[config.mk]
export PLATFORM = sky130hd
export DESIGN_NAME = chp8_ctrl
export DESIGN_NICKNAME = d
export VERILOG_FILES = /design/src/hdl/chip8_instruction_core_macros.svh /design/src/hdl/chp8_pkg.sv /design/src/hdl/chp8_ctrl.sv
export SDC_FILE = /design/constraint.sdc
export NUM_CORES = 1
export LEC_CHECK = 0
export ABC_AREA = 1
export BUFFER_PORTS_ARGS = -buffer_cell sky130_fd_sc_hd__buf_4
export CAP_MARGIN = 20
export CORE_AREA = 2 2 53 55
export CTS_CLUSTER_DIAMETER = 100
export DETAILED_ROUTE_END_ITERATION = 7
export DIE_AREA = 0 0 55 57
export PLACE_DENSITY = 0.81
export SLEW_MARGIN = 25
export SYNTH_ARGS = -nofsm -noshare
export SYNTH_HDL_FRONTEND = slang
export SYNTH_SLANG_ARGS = --single-unit
export TNS_END_PERCENT = 30
[constraint.sdc]
create_clock -name clock -period 3.3 [get_ports clock]
set_clock_uncertainty 0.2 [all_clocks]
set_input_delay 0.33 -clock clock [delete_from_list [all_inputs] [get_ports clock]]
set_output_delay 0.33 -clock clock [all_outputs]
set_load 0.02 [all_outputs]
[src/hdl/chip8_instruction_core_macros.svh]
// Assertion macros for the CHIP-8 core top file.
// Needs nothing else; take it in by include with the bare file name.
`ifndef CHIP8_INSTRUCTION_CORE_MACROS_SVH
`define CHIP8_INSTRUCTION_CORE_MACROS_SVH
// Same-cycle implication, disabled during reset.
`define CHP8_ASSERT_NOW(label, clk, rst, ante, cons) \
   label: assert property (@(posedge clk) disable iff (rst) (ante) |-> (cons)) \
      else $error("chp8 assertion failed");
// Next-cycle implication, disabled during reset.
`define CHP8_ASSERT_NEXT(label, clk, rst, ante, cons) \
   label: assert property (@(posedge clk) disable iff (rst) (ante) |=> (cons)) \
      else $error("chp8 assertion failed");
`endif

[src/hdl/chp8_pkg.sv]
// Shared types and constants for the CHIP-8 instruction core.
// No dependencies; the control, datapath and top files import it.
package chp8_pkg;

   localparam int ADDR_W    = 12;
   localparam int MEM_DEPTH = 4096;
   localparam int SCREEN_W  = 64;
   localparam int SCREEN_H  = 32;
   localparam int ROW_W     = 5;
   localparam int NUM_REGS  = 16;
   localparam int COL_W     = 6;

   localparam logic [3:0]        REG_VF      = 4'hF;
   localparam logic [ADDR_W-1:0] FONT_RESET  = 12'd80;
   localparam logic [ADDR_W-1:0] START_RESET = 12'd512;

   localparam logic CSR_FONT_BASE = 1'b0;
   localparam logic CSR_START     = 1'b1;

   typedef enum logic [1:0] {
      FUNC_WRITE = 2'd0,
      FUNC_EXEC  = 2'd1,
      FUNC_ROW   = 2'd2,
      FUNC_NONE  = 2'd3
   } func_type;

   typedef enum logic [19:0] {
      ST_IDLE     = 20'h00001,
      ST_MEM_WR   = 20'h00002,
      ST_ROW_RD   = 20'h00004,
      ST_ROW_CAP  = 20'h00008,
      ST_FETCH_HI = 20'h00010,
      ST_FETCH_LO = 20'h00020,
      ST_READ_X   = 20'h00040,
      ST_READ_Y   = 20'h00080,
      ST_OPER     = 20'h00100,
      ST_EXEC     = 20'h00200,
      ST_RET      = 20'h00400,
      ST_WR_VF    = 20'h00800,
      ST_DRAW_RD  = 20'h01000,
      ST_DRAW_WR  = 20'h02000,
      ST_BCD_WR   = 20'h04000,
      ST_SAVE_RD  = 20'h08000,
      ST_SAVE_WR  = 20'h10000,
      ST_LOAD_RD  = 20'h20000,
      ST_LOAD_WR  = 20'h40000,
      ST_DONE     = 20'h80000
   } state_type;

   typedef enum logic [2:0] {
      K_NONE = 3'd0,
      K_RET  = 3'd1,
      K_FLAG = 3'd2,
      K_DRAW = 3'd3,
      K_BCD  = 3'd4,
      K_SAVE = 3'd5,
      K_LOAD = 3'd6
   } kind_type;

   typedef struct packed {
      state_type state;
      logic      accept;
   } cmd_type;

   typedef struct packed {
      func_type func;
      kind_type kind;
      logic     last;
      logic     out_free;
   } status_type;

endpackage

[src/hdl/chp8_ctrl.sv]
// Sequencer of the CHIP-8 core: one-hot state machine stepping each item.
// Depends on chp8_pkg.
module chp8_ctrl import chp8_pkg::*; (
   input  logic       clock,
   input  logic       reset,
   input  logic       req_valid,
   output logic       req_ready,
   input  status_type status,
   output cmd_type    cmd
);
   state_type state_ff, state_in;

   assign req_ready  = (state_ff == ST_IDLE);
   assign cmd.state  = state_ff;
   assign cmd.accept = req_ready && req_valid;

   always_comb begin
      state_in = state_ff;
      unique case (state_ff)
         ST_IDLE: begin
            if (req_valid) begin
               unique case (status.func)
                  FUNC_WRITE: state_in = ST_MEM_WR;
                  FUNC_EXEC:  state_in = ST_FETCH_HI;
                  FUNC_ROW:   state_in = ST_ROW_RD;
                  FUNC_NONE:  state_in = ST_DONE;
                  default:    state_in = ST_DONE;
               endcase
            end
         end
         ST_MEM_WR:   state_in = ST_DONE;
         ST_ROW_RD:   state_in = ST_ROW_CAP;
         ST_ROW_CAP:  state_in = ST_DONE;
         ST_FETCH_HI: state_in = ST_FETCH_LO;
         ST_FETCH_LO: state_in = ST_READ_X;
         ST_READ_X:   state_in = ST_READ_Y;
         ST_READ_Y:   state_in = ST_OPER;
         ST_OPER:     state_in = ST_EXEC;
         ST_EXEC: begin
            unique case (status.kind)
               K_RET:   state_in = ST_RET;
               K_FLAG:  state_in = ST_WR_VF;
               K_DRAW:  state_in = ST_DRAW_RD;
               K_BCD:   state_in = ST_BCD_WR;
               K_SAVE:  state_in = ST_SAVE_RD;
               K_LOAD:  state_in = ST_LOAD_RD;
               default: state_in = ST_DONE;
            endcase
         end
         ST_RET:      state_in = ST_DONE;
         ST_WR_VF:    state_in = ST_DONE;
         ST_DRAW_RD:  state_in = ST_DRAW_WR;
         ST_DRAW_WR:  state_in = status.last ? ST_WR_VF : ST_DRAW_RD;
         ST_BCD_WR:   state_in = status.last ? ST_DONE : ST_BCD_WR;
         ST_SAVE_RD:  state_in = ST_SAVE_WR;
         ST_SAVE_WR:  state_in = status.last ? ST_DONE : ST_SAVE_RD;
         ST_LOAD_RD:  state_in = ST_LOAD_WR;
         ST_LOAD_WR:  state_in = status.last ? ST_DONE : ST_LOAD_RD;
         // hold until the output register can take the result
         ST_DONE:     state_in = status.out_free ? ST_IDLE : ST_DONE;
         default:     state_in = ST_IDLE;
      endcase
   end

   always_ff @(posedge clock) begin
      if (reset) begin
         state_ff <= ST_IDLE;
      end else begin
         state_ff <= state_in;
      end
   end
endmodule

==> impl_metrics.py, run 1 <==
metrics = {
    "drt": {
        "drc": 0,
        "avgViaCountPerCell": 5.300,
        "drtIter0Drc": 71,
        "vias": 1521,
        "routedWlPerCell_um": 11.34,
        "dr.pass1.iters": 5,
        "totalWireLength_mm": 3.254,
        "drtAntennaViolNets": 0,
    },
    "global_routing": {
        "antenna_found_initial": 0,
        "grt_pass1_wl_mm": 5.057,
        "grt_max_degree": 20,
        "grt_pass1_vias": 1278,
        "grtUsageTotal": 0.2160,
        "grt_overflow": 0,
    },
    "final_layout": {
        "regMostFlops": "state_ff",
        "drive_above_1_share": 0.2305,
        "utilization": 0.6488,
        "largest_reg_flops": 20,
        "nets": 267,
        "area_growth_pct": 20.86,
        "layout.cells.non_filler": 287,
        "fill_cells": 258,
        "largestRegisters": "state_ff x20",
        "antenna_cells": 0,
    },
    "timing": {
        "slew_headroom": 0.7733,
        "period_share": 0.7114,
        "rsz0062_at_grt": "false",
        "final_max_slew_viol_count": 0,
        "hold_viol_final": 0,
        "setup_viol": 0,
        "fmax_mhz": 426.0,
        "worst_slew_pin_slew_ps": 337.5,
        "period_needed_ps": 2348,
        "tns_ps": 0,
    },
    "min_path": {
        "hold_class": "input pin to flop",
    },
    "clock_tree": {
        "clk_pin_slew_worst_paths_ps": 120,
        "cts_inserted_buffers": 3,
        "cts_tree": "built",
        "h-tree-depth": 1,
        "clockRootBuffer": "clkbuf_4",
        "numClockSinks": 20,
        "post_cts_buffers": 0,
        "clock_path_buffers": 2,
        "worstSkewPairLatency_ps": 310,
    },
    "floorplan": {
        "die_y_um": 57,
        "pin_count": 32,
        "dieArea_um2": 3135,
        "fp.coreArea_um2": 2615,
        "fp-row-count": 19,
        "start_util": 0.5368,
        "dieWidth_um": 55,
    },
    "power_and_ir_drop": {
        "swShare": 0.2839,
        "switchingPower_uw": 163.3,
        "powerDensity_nw_per_um2": 339.2,
        "clockPowerShare": 0.348,
        "p_seq_frac": 0.435,
        "intPower_uw": 412.1,
        "ir_drop_mv": 0.2808,
        "leakage_uw": 0.0008417,
        "power_frac_comb": 0.216,
    },
    "place": {
        "dp_hpwl_mm": 2.517,
        "gp_congestion": 0.8685,
        "dp_cells": 282,
        "io_buffer_count": 31,
    },
    "synthesis": {
        "syn_area_um2": 1404,
        "yosys_register_bits": 20,
        "synth-seq-area-share": 0.2852,
        "yosysWarnings": 0,
        "syn_nets": 235,
        "synth_cell_types": 26,
        "synth_area_per_cell_um2": 6.239,
        "synthCells": 225,
    },
    "setup_path": {
        "end_kind": "output pin",
        "crit_path_start_kind": "flop",
        "crit_path_max_fanout": 14,
        "cp.required_ps": 2770,
        "path_class": "flop to output pin",
        "arrival_ps": 1820,
    },
    "status": {
        "outcome": "completed",
    },
    "flow_run": {
        "max_cap_viol_count": 0,
    },
}
==> through the flow <==
step | setup WS (ps) | area (µm²) | total power [µW] | hold WS (ps)
floorplan | 1535 | 1404 | 343.8 | 200.8
global placement | 1364 | 1634 | 375.9 | 330.7
detailed placement | 1315 | 1634 | 377.1 | 329.5
CTS | 951.4 | 1697 | 577.1 | 97.84
global route | 812.0 | 1697 | 602.1 | 108.5
finish | 952.4 | 1697 | 575.4 | 101.1
==> logic make-up (layout without fill, tap and decap cells) <==
group,after synthesis,after routing,synth area share
AND/OR/NAND/NOR,155,155,0.5535
flip-flops,20,20,0.2852
AO/OA/AOI/OAI,11,11,0.04100
buffers and inverters,39,70,0.1203
==> timing repair <==
item                                   in CTS  in global routing
hold buffers                                1                  0
gates resized for setup                     0                  0
endpoints found under the hold margin       1                  0
==> synthesized netlist by cell type, drive strengths merged <==
cell,n,area (µm²)
buf,3,33.78
nand3b,1,7.510
clkbuf,2,7.510
nor4,1,12.51
nor3b,2,20.02
nand4,11,68.82
o21ai,4,20.02
o22ai,1,6.260
inv,34,127.6
a31oi,1,6.260
a21oi,5,25.02
nor2,57,281.5
nand2,42,175.2
and3,1,6.260
nor3,4,20.02
dfxtp,20,400.4
nand3,34,170.2
or2,2,15.02
==> cells in the final DEF (no fill, tap or decap) <==
cell type	Yosys	layout
a21oi_1	5	5
a31oi_1	1	1
and3_1	1	1
buf_4	0	31
bufinv_16	0	1
clkbuf_4	0	3
dfxtp_1	20	20
dlygate4sd3_1	0	1
inv_1	31	31
inv_2	3	3
nand2_1	37	37
nand2_2	4	4
nand2_4	1	1
nand3_1	34	34
nand3b_1	1	1
nand4_1	11	11
nor2_1	45	45
nor2_2	8	8
nor2_4	2	2
nor2_8	2	2
nor3_1	4	4
nor3b_1	1	1
nor3b_2	1	1
nor4_2	1	1
o21ai_0	4	4
o22ai_1	1	1
or2_2	1	1
or2_4	1	1
==> layout make-up <==
type / instances / area [µm²] / area share
clock buffers: 3 / 22.52 / 0.01327
clock inverters: 1 / 30.03 / 0.01770
inverters: 34 / 127.6 / 0.07522
multi-input cells: 166 / 834.6 / 0.4919
flip-flops and latches: 20 / 400.4 / 0.2360
well taps: 31 / 38.79 / 0.02286
repair buffers: 32 / 242.7 / 0.1431
==> worst max-delay path, cell delays in order, from the launching register on <==
cell	delay (ps)
dfxtp_1	350
nor2_2	190
nand2_2	130
nor2_4	290
nand3_1	190
nor2_2	190
buf_4	170
==> metal layers <==
| layer | track usage | up-vias | wire, µm |
|---|---|---|---|
| met3 | 0.02356 | 9 | 203 |
| met4 | 0.07666 | 0 | 69 |
| li1 | - | 787 | - |
| met5 | 0 | - | 0 |
| met1 | 0.2789 | 665 | 1460 |
| met2 | 0.3639 | 60 | 1521 |
==> power by group through the flow <==
stage / combinational (µW) / clock (µW) / sequential [µW]
global route: 137 / 213 / 251
CTS: 124 / 203 / 251
detailed placement: 121 / 0 / 256
floorplan: 83.3 / 0 / 261
global placement: 120 / 0 / 256
finish: 124 / 201 / 250
==> worst paths after layout <==
path,from,to,slack (ps),depth (start not counted)
max,state_ff[12]$_SDFFE_PP0P_,cmd[0],950,6
min,status[2],state_ff[10]$_SDFFE_PP0P_,100,3
max reg2reg,state_ff[12]$_SDFFE_PP0P_,state_ff[0]$_SDFFE_PP1P_,1390,10
min reg2reg,state_ff[4]$_SDFFE_PP0P_,state_ff[5]$_SDFFE_PP0P_,410,4
No activity file was read; power rests on OpenSTA's default activity.
==> run 2: changes to the inputs <==
--- a/config.mk
+++ b/config.mk
@@ -5,14 +5,14 @@
 export SDC_FILE = /design/constraint.sdc
 export NUM_CORES = 1
 export LEC_CHECK = 0
-export ABC_AREA = 1
+export ABC_AREA = 0
 export BUFFER_PORTS_ARGS = -buffer_cell sky130_fd_sc_hd__buf_4
 export CAP_MARGIN = 20
-export CORE_AREA = 2 2 53 55
+export CORE_AREA = 2 2 55 57
 export CTS_CLUSTER_DIAMETER = 100
 export DETAILED_ROUTE_END_ITERATION = 7
-export DIE_AREA = 0 0 55 57
-export PLACE_DENSITY = 0.81
+export DIE_AREA = 0 0 57 59
+export PLACE_DENSITY = 0.71
 export SLEW_MARGIN = 25
 export SYNTH_ARGS = -nofsm -noshare
 export SYNTH_HDL_FRONTEND = slang
==> constraint.sdc (replaced) <==
create_clock -name clock -period 2.1 [get_ports clock]
set_clock_uncertainty 0.2 [all_clocks]
set_input_delay 0.21 -clock clock [delete_from_list [all_inputs] [get_ports clock]]
set_output_delay 0.21 -clock clock [all_outputs]
set_load 0.02 [all_outputs]
==> run 2 against run 1 <==
Against the previous run:
- the run now ends with negative setup slack left
- count of clock-buffer cells in the layout is the same
- first-iteration DRC count increased by 32%
- die area is 7.3% higher
- non-clock buffer count increased by 26
- sequential cell count did not move
- largest cell class unchanged
- cell area is 2.4% higher
- critical endpoint unchanged
==> impl_metrics.py, run 2 <==
metrics = {
    "clock_tree": {
        "worstSkewPairLatency_ps": 300,
        "clock_path_buffers": 2,
        "cts_tree": "built",
        "clockRootBuffer": "clkbuf_4",
        "cts_inserted_buffers": 3,
        "h-tree-depth": 1,
        "clk_pin_slew_worst_paths_ps": 110,
        "numClockSinks": 20,
    },
    "power_and_ir_drop": {
        "power_uw": 791.3,
        "ir_drop_mv": 0.3289,
        "powerDensity_nw_per_um2": 455.6,
        "leakage_uw": 0.0007473,
    },
    "drt": {
        "vias": 1343,
        "dr.pass1.iters": 4,
        "drc": 0,
        "totalWireLength_mm": 3.497,
        "drtIter0Drc": 94,
        "routedWlPerCell_um": 15.14,
        "avgViaCountPerCell": 5.814,
        "drtAntennaViolNets": 0,
    },
    "global_routing": {
        "grt_max_degree": 15,
        "grt_pass1_vias": 1296,
        "grt_pass1_wl_mm": 5.796,
        "antenna_found_initial": 0,
        "grtUsageTotal": 0.2202,
        "grt_overflow": 0,
    },
    "synthesis": {
        "synth-edff-count": 0,
        "synth-seq-area-share": 0.3340,
        "synth_most_common_cell": "dfxtp_1",
        "synthArstFlopShare": 0,
        "yosysWarnings": 0,
        "ys_top_cells_by_area": "dfxtp_1 (33%), nor3_1 (4.6%), nor4_1 (4.2%)",
        "synth_area_leader_cell": "dfxtp_1",
        "synthTopCellsByCount": "dfxtp_1 (20), nor2_1 (13), nor3_1 (11)",
        "synth_cell_types": 46,
        "synth.top_cell.area_share": 0.3340,
        "syn_area_um2": 1199,
        "yosys_register_bits": 20,
        "syn_nets": 154,
        "synth_flop_cell": "dfxtp_1",
        "synthCells": 144,
        "synth_area_per_cell_um2": 8.324,
    },
    "setup_path": {
        "arrival_ps": 1690,
        "ff2ff_path_depth": 6,
        "cp.required_ps": 1690,
        "r2r_start": "state_ff[15]$_SDFFE_PP0P_",
        "path_class": "flop to output pin",
        "timing.rr.end": "state_ff[0]$_SDFFE_PP1P_",
        "crit_path_start_kind": "flop",
        "end_kind": "output pin",
        "reg2reg_slack_ps": 20,
        "crit_path_max_fanout": 4,
    },
    "place": {
        "io_buffer_count": 31,
        "placed_area_um2": 1555,
        "dp_cells": 215,
        "gp_congestion": 1.004,
        "dp_hpwl_mm": 2.558,
    },
    "floorplan": {
        "dieWidth_um": 57,
        "start_util": 0.4423,
        "fp-row-count": 19,
        "dieArea_um2": 3363,
        "pin_count": 32,
        "fp.coreArea_um2": 2710,
        "die_y_um": 59,
    },
    "timing": {
        "setup_ws_ps": -1.936,
        "final_max_slew_viol_count": 0,
        "worst_slew_pin_slew_ps": 427.7,
        "fmax_mhz": 475.8,
        "period_needed_ps": 2102,
        "period_share": 1.001,
        "slew_headroom": 0.7075,
        "rsz0062_at_grt": "true",
        "setup_viol": 1,
        "hold_viol_final": 0,
    },
    "final_layout": {
        "antenna_cells": 0,
        "layout.cells.non_filler": 231,
        "area_growth_pct": 44.89,
        "drive_above_1_share": 0.3900,
        "final_common_cell": "buf_4",
        "final_area_um2": 1737,
        "largestRegisters": "state_ff x20",
        "utilization": 0.6408,
        "regMostFlops": "state_ff",
        "layout_common_cells": "buf_4 (51), dfxtp_1 (14), nor2_1 (10), nor3_1 (10), nand3_1 (9)",
        "largest_reg_flops": 20,
        "nets": 212,
    },
    "min_path": {
        "min_path_cells": 3,
        "hold_end": "state_ff[12]$_SDFFE_PP0P_",
        "hp-start": "status[1]",
        "hold_class": "input pin to flop",
    },
    "status": {
        "outcome": "finished with violations",
        "violations": "negative setup slack",
    },
    "flow_run": {
        "max_cap_viol_count": 0,
    },
}
==> run 2: worst max-delay path by stage <==
stage                     slack [ps]  cells past startpoint                      start                   endpoint
final                             -2                      7   state_ff[9]$_SDFFE_PP0P_                     cmd[0]
after global routing             -90                      7   state_ff[9]$_SDFFE_PP0P_                     cmd[0]
after CTS                         -6                      7  state_ff[15]$_SDFFE_PP0P_                     cmd[0]
after floorplan                   30                      6  state_ff[14]$_SDFFE_PP0P_   state_ff[0]$_SDFFE_PP1P_
after global placement           140                      5  state_ff[18]$_SDFFE_PP0P_  state_ff[17]$_SDFFE_PP0P_
after detailed placement          70                      5  state_ff[12]$_SDFFE_PP0P_   state_ff[0]$_SDFFE_PP1P_
==> run 2: timing repair <==
item / CTS / global route
endpoints found under the setup margin: 2 / 9
pin swaps: 4 / 3
hold buffers: 5 / 0
endpoints found under the hold margin: 12 / 0
setup buffers: 7 / 1
cloned: 0 / 0
resized for setup: 10 / 9
==> run 2: area by class of cell <==
cell class,instances,area [µm²]
clock buffer,3,22.52
fill,243,973.4
inverter,6,22.52
multi-input combinational,113,782.0
sequential,20,415.4
tap,31,38.79
timing repair buffer,58,455.4
==> run 2: kinds of logic (layout without fill, tap and decap cells) <==
family,Yosys count,count (layout),share of synthesized area
AND/OR/NAND/NOR,80,80,0.4228
AO/OA/AOI/OAI,24,24,0.1336
flip-flops,20,20,0.3340
buffers and inverters,11,67,0.04070
XOR/XNOR,7,7,0.05115
adder cells (fa/ha/maj),2,2,0.01774
==> run 2: per-layer routing <==
metal  global-route usage  vias to the layer above  wire (µm)
met5                    0                        -          0
met4              0.07641                        0         43
met3              0.03712                        6        196
met2               0.3990                       44       1759
met1               0.2639                      630       1497
li1                     -                      663          -
==> run 2: worst max-delay path, cell delays in order, from the launching register on <==
cell     delay [ps]
dfxtp_4         380
nor4_4          340
nand4_4         140
buf_6           150
nor3_4          150
nand2_2          80
inv_2            60
buf_6           100
==> run 2: power by group <==
part | internal [µW] | total [µW] | switching, µW
Combinational | 100 | 217 | 117
Sequential | 382 | 388 | 6.53
Clock | 66.9 | 186 | 119
Total | 549 | 791 | 243
==> run 2: through the flow <==
stage          TNS (ps)  setup slack, ps  hold WS [ps]
2_1_floorplan         0            25.54         86.74
6_report         -1.936           -1.936         11.42
3_3_place_gp          0            140.5         199.6
3_5_place_dp          0            73.61         201.1
4_1_cts          -5.592           -5.592         5.733
5_1_grt          -280.7           -91.72         15.27
==> run 3: changes to the inputs <==
--- a/config.mk
+++ b/config.mk
@@ -8,11 +8,12 @@
 export ABC_AREA = 0
 export BUFFER_PORTS_ARGS = -buffer_cell sky130_fd_sc_hd__buf_4
 export CAP_MARGIN = 20
-export CORE_AREA = 2 2 55 57
+export CORE_AREA = 2 2 50 52
 export CTS_CLUSTER_DIAMETER = 100
 export DETAILED_ROUTE_END_ITERATION = 7
-export DIE_AREA = 0 0 57 59
-export PLACE_DENSITY = 0.71
+export DIE_AREA = 0 0 52 54
+export PLACE_DENSITY = 0.8
+export RECOVER_POWER = 100
 export SLEW_MARGIN = 25
 export SYNTH_ARGS = -nofsm -noshare
 export SYNTH_HDL_FRONTEND = slang
==> constraint.sdc (replaced) <==
create_clock -name clock -period 2.53 [get_ports clock]
set_clock_uncertainty 0.2 [all_clocks]
set_input_delay 0.253 -clock clock [delete_from_list [all_inputs] [get_ports clock]]
set_output_delay 0.253 -clock clock [all_outputs]
set_load 0.02 [all_outputs]
==> run 3 against run 2 <==
Against the previous run:
- the run now ends clean
- sequential share of layout area increased by 3.2 points
- register-to-register slack improved by 100 ps
- cell count decreased by 8.7%
- wire length decreased by 10%
- die area decreased by 17%
- sequential power decreased by 14%
- worst hold slack improved by 4.6 ps
- count of clock-buffer cells in the layout increased by 1
- core utilization decreased by 0.38 points
- cell area decreased by 15%
- largest cell class unchanged
==> impl_metrics.py, run 3 (same netlist as run 2, synthesis figures left out) <==
metrics = {
    "status": {
        "outcome": "completed",
    },
    "clock_tree": {
        "cts_inserted_buffers": 3,
        "cts_tree": "built",
        "h-tree-depth": 1,
        "clk_pin_slew_worst_paths_ps": 120,
        "worstSkewPairLatency_ps": 310,
        "numClockSinks": 20,
        "clockRootBuffer": "clkbuf_4",
        "clock_path_buffers": 2,
    },
    "global_routing": {
        "grtUsageTotal": 0.2513,
        "grt_pass1_vias": 1178,
        "antenna_found_initial": 0,
        "grt_overflow": 0,
        "grt_pass1_wl_mm": 5.209,
        "grt_max_degree": 15,
    },
    "setup_path": {
        "cp.required_ps": 2080,
        "ff2ff_path_depth": 6,
        "r2r_start": "state_ff[9]$_SDFFE_PP0P_",
        "path_class": "flop to output pin",
        "cpMaxStageDelayCell": "nor4_4",
        "reg2reg_slack_ps": 120,
        "timing.rr.end": "state_ff[1]$_SDFFE_PP0P_",
        "end_kind": "output pin",
        "crit_path_max_fanout": 8,
        "arrival_ps": 1960,
        "path_delay_family": "simple AND/OR/NAND/NOR gates",
        "crit_chain": "nor4_4 > nand4_4 > nor3_4 > nand2_1 > inv_1 > clkbuf_2",
        "cp_slowest_stage_delay_ps": 440,
        "crit_path_start_kind": "flop",
        "critical_path_buf_inv_count": 2,
    },
    "final_layout": {
        "fill_cells": 218,
        "seq_area_um2": 400.4,
        "area_growth_pct": 23.28,
        "largest_reg_flops": 20,
        "largestRegisters": "state_ff x20",
        "regMostFlops": "state_ff",
        "layout_common_cells": "clkbuf_1 (21), dfxtp_1 (20), nor2_1 (13)",
        "drive_above_1_share": 0.1547,
        "final_area_um2": 1478,
        "final_common_cell": "clkbuf_1",
        "nets": 192,
        "multi_input_area_um2": 769.5,
        "antenna_cells": 0,
    },
    "timing": {
        "period_share": 0.9525,
        "worst_slew_pin_slew_ps": 511.4,
        "setup_viol": 0,
        "slew_headroom": 0.6503,
        "fmax_mhz": 415.0,
        "hold_viol_final": 0,
        "final_max_slew_viol_count": 0,
        "rsz0062_at_grt": "false",
        "tns_ps": 0,
        "period_needed_ps": 2410,
    },
    "power_and_ir_drop": {
        "leakage_uw": 0.0005638,
        "power_frac_comb": 0.208,
        "powerDensity_nw_per_um2": 451.6,
        "clockPowerShare": 0.295,
        "switchingPower_uw": 204.9,
        "p_seq_frac": 0.498,
        "swShare": 0.3070,
        "intPower_uw": 462.4,
        "ir_drop_mv": 0.3647,
    },
    "floorplan": {
        "fp-row-count": 18,
        "pin_count": 32,
        "fp.coreArea_um2": 2320,
        "dieWidth_um": 52,
        "die_y_um": 54,
        "dieArea_um2": 2808,
        "start_util": 0.5167,
    },
    "drt": {
        "drc": 0,
        "totalWireLength_mm": 3.149,
        "vias": 1281,
        "drtIter0Drc": 34,
        "dr.pass1.iters": 4,
        "drtAntennaViolNets": 0,
        "routedWlPerCell_um": 14.92,
        "avgViaCountPerCell": 6.071,
    },
    "place": {
        "gp_congestion": 0.9623,
        "io_buffer_count": 31,
        "placed_area_um2": 1450,
        "dp_hpwl_mm": 2.332,
    },
    "flow_run": {
        "max_cap_viol_count": 0,
    },
    "min_path": {
        "hold_end": "state_ff[17]$_SDFFE_PP0P_",
        "hold_class": "input pin to flop",
        "hp-start": "reset",
        "min_path_cells": 2,
    },
}
-- run 3: changes by cell type in the layout (fill, tap and decap cells not counted), moves of 2 or more --
| cell | previous run | this run |
|---|---|---|
| buf_4 | 51 | 12 |
| buf_6 | 2 | 0 |
| clkbuf_1 | 0 | 21 |
| dfxtp_1 | 14 | 20 |
| dfxtp_2 | 3 | 0 |
| dfxtp_4 | 3 | 0 |
| dlygate4sd3_1 | 5 | 3 |
| nand2_1 | 8 | 10 |
| nand2_2 | 2 | 0 |
| nor2_1 | 10 | 13 |
| nor2_2 | 3 | 0 |
-- run 3: metrics by stage --
| stage | std cells | power, µW | utilization | setup slack, ps | hold slack [ps] |
|---|---|---|---|---|---|
| 2_1_floorplan | 144 | 417.7 | - | 274.4 | 129.7 |
| 3_3_place_gp | 201 | 472.6 | 0.6251 | 456.6 | 243.6 |
| 3_5_place_dp | 201 | 475.5 | 0.6251 | 432.0 | 245.9 |
| 4_1_cts | 208 | 664.8 | 0.6537 | 59.15 | 18.51 |
| 5_1_grt | 211 | 691.7 | 0.6370 | 19.73 | 35.46 |
| 6_report | 211 | 667.3 | 0.6370 | 120.1 | 16.03 |
-- run 3: repair_timing --
action                     CTS  global route
setup buffers                0             3
resized for setup            0             3
hold buffers                 3             0
setup endpoints to repair    0             2
hold endpoints to repair     3             0
-- run 3: power groups by stage --
stage | Sequential (µW) | Combinational [µW] | Clock (µW)
2_1_floorplan | 341 | 76.9 | 0
3_3_place_gp | 338 | 135 | 0
3_5_place_dp | 338 | 137 | 0
4_1_cts | 331 | 141 | 193
5_1_grt | 335 | 150 | 207
6_report | 332 | 139 | 197
-- run 3: how the worst max path moves through the flow --
stage	from	endpoint	slack [ps]	cells past startpoint
2_1_floorplan	state_ff[14]$_SDFFE_PP0P_	cmd[0]	270	6
3_3_place_gp	state_ff[18]$_SDFFE_PP0P_	state_ff[12]$_SDFFE_PP0P_	460	5
3_5_place_dp	state_ff[12]$_SDFFE_PP0P_	state_ff[0]$_SDFFE_PP1P_	430	5
4_1_cts	state_ff[13]$_SDFFE_PP0P_	state_ff[1]$_SDFFE_PP0P_	60	6
5_1_grt	state_ff[9]$_SDFFE_PP0P_	cmd[0]	20	6
6_report	state_ff[9]$_SDFFE_PP0P_	cmd[0]	120	6
-- run 3: layout make-up --
class                   instances  share of cell area
clock buffers                   4             0.02456
multi-input cells             113              0.5207
well taps                      30             0.02540
repair buffers                 38              0.1431
inverters                       6             0.01524
flip-flops and latches         20              0.2710
-- run 3: layer usage --
layer,vias up,GRT usage,share of wire
li1,622,-,-
met1,609,0.3162,0.43
met2,41,0.4241,0.50
met3,9,0.03333,0.039
met4,0,0.1228,0.023
met5,-,0,0
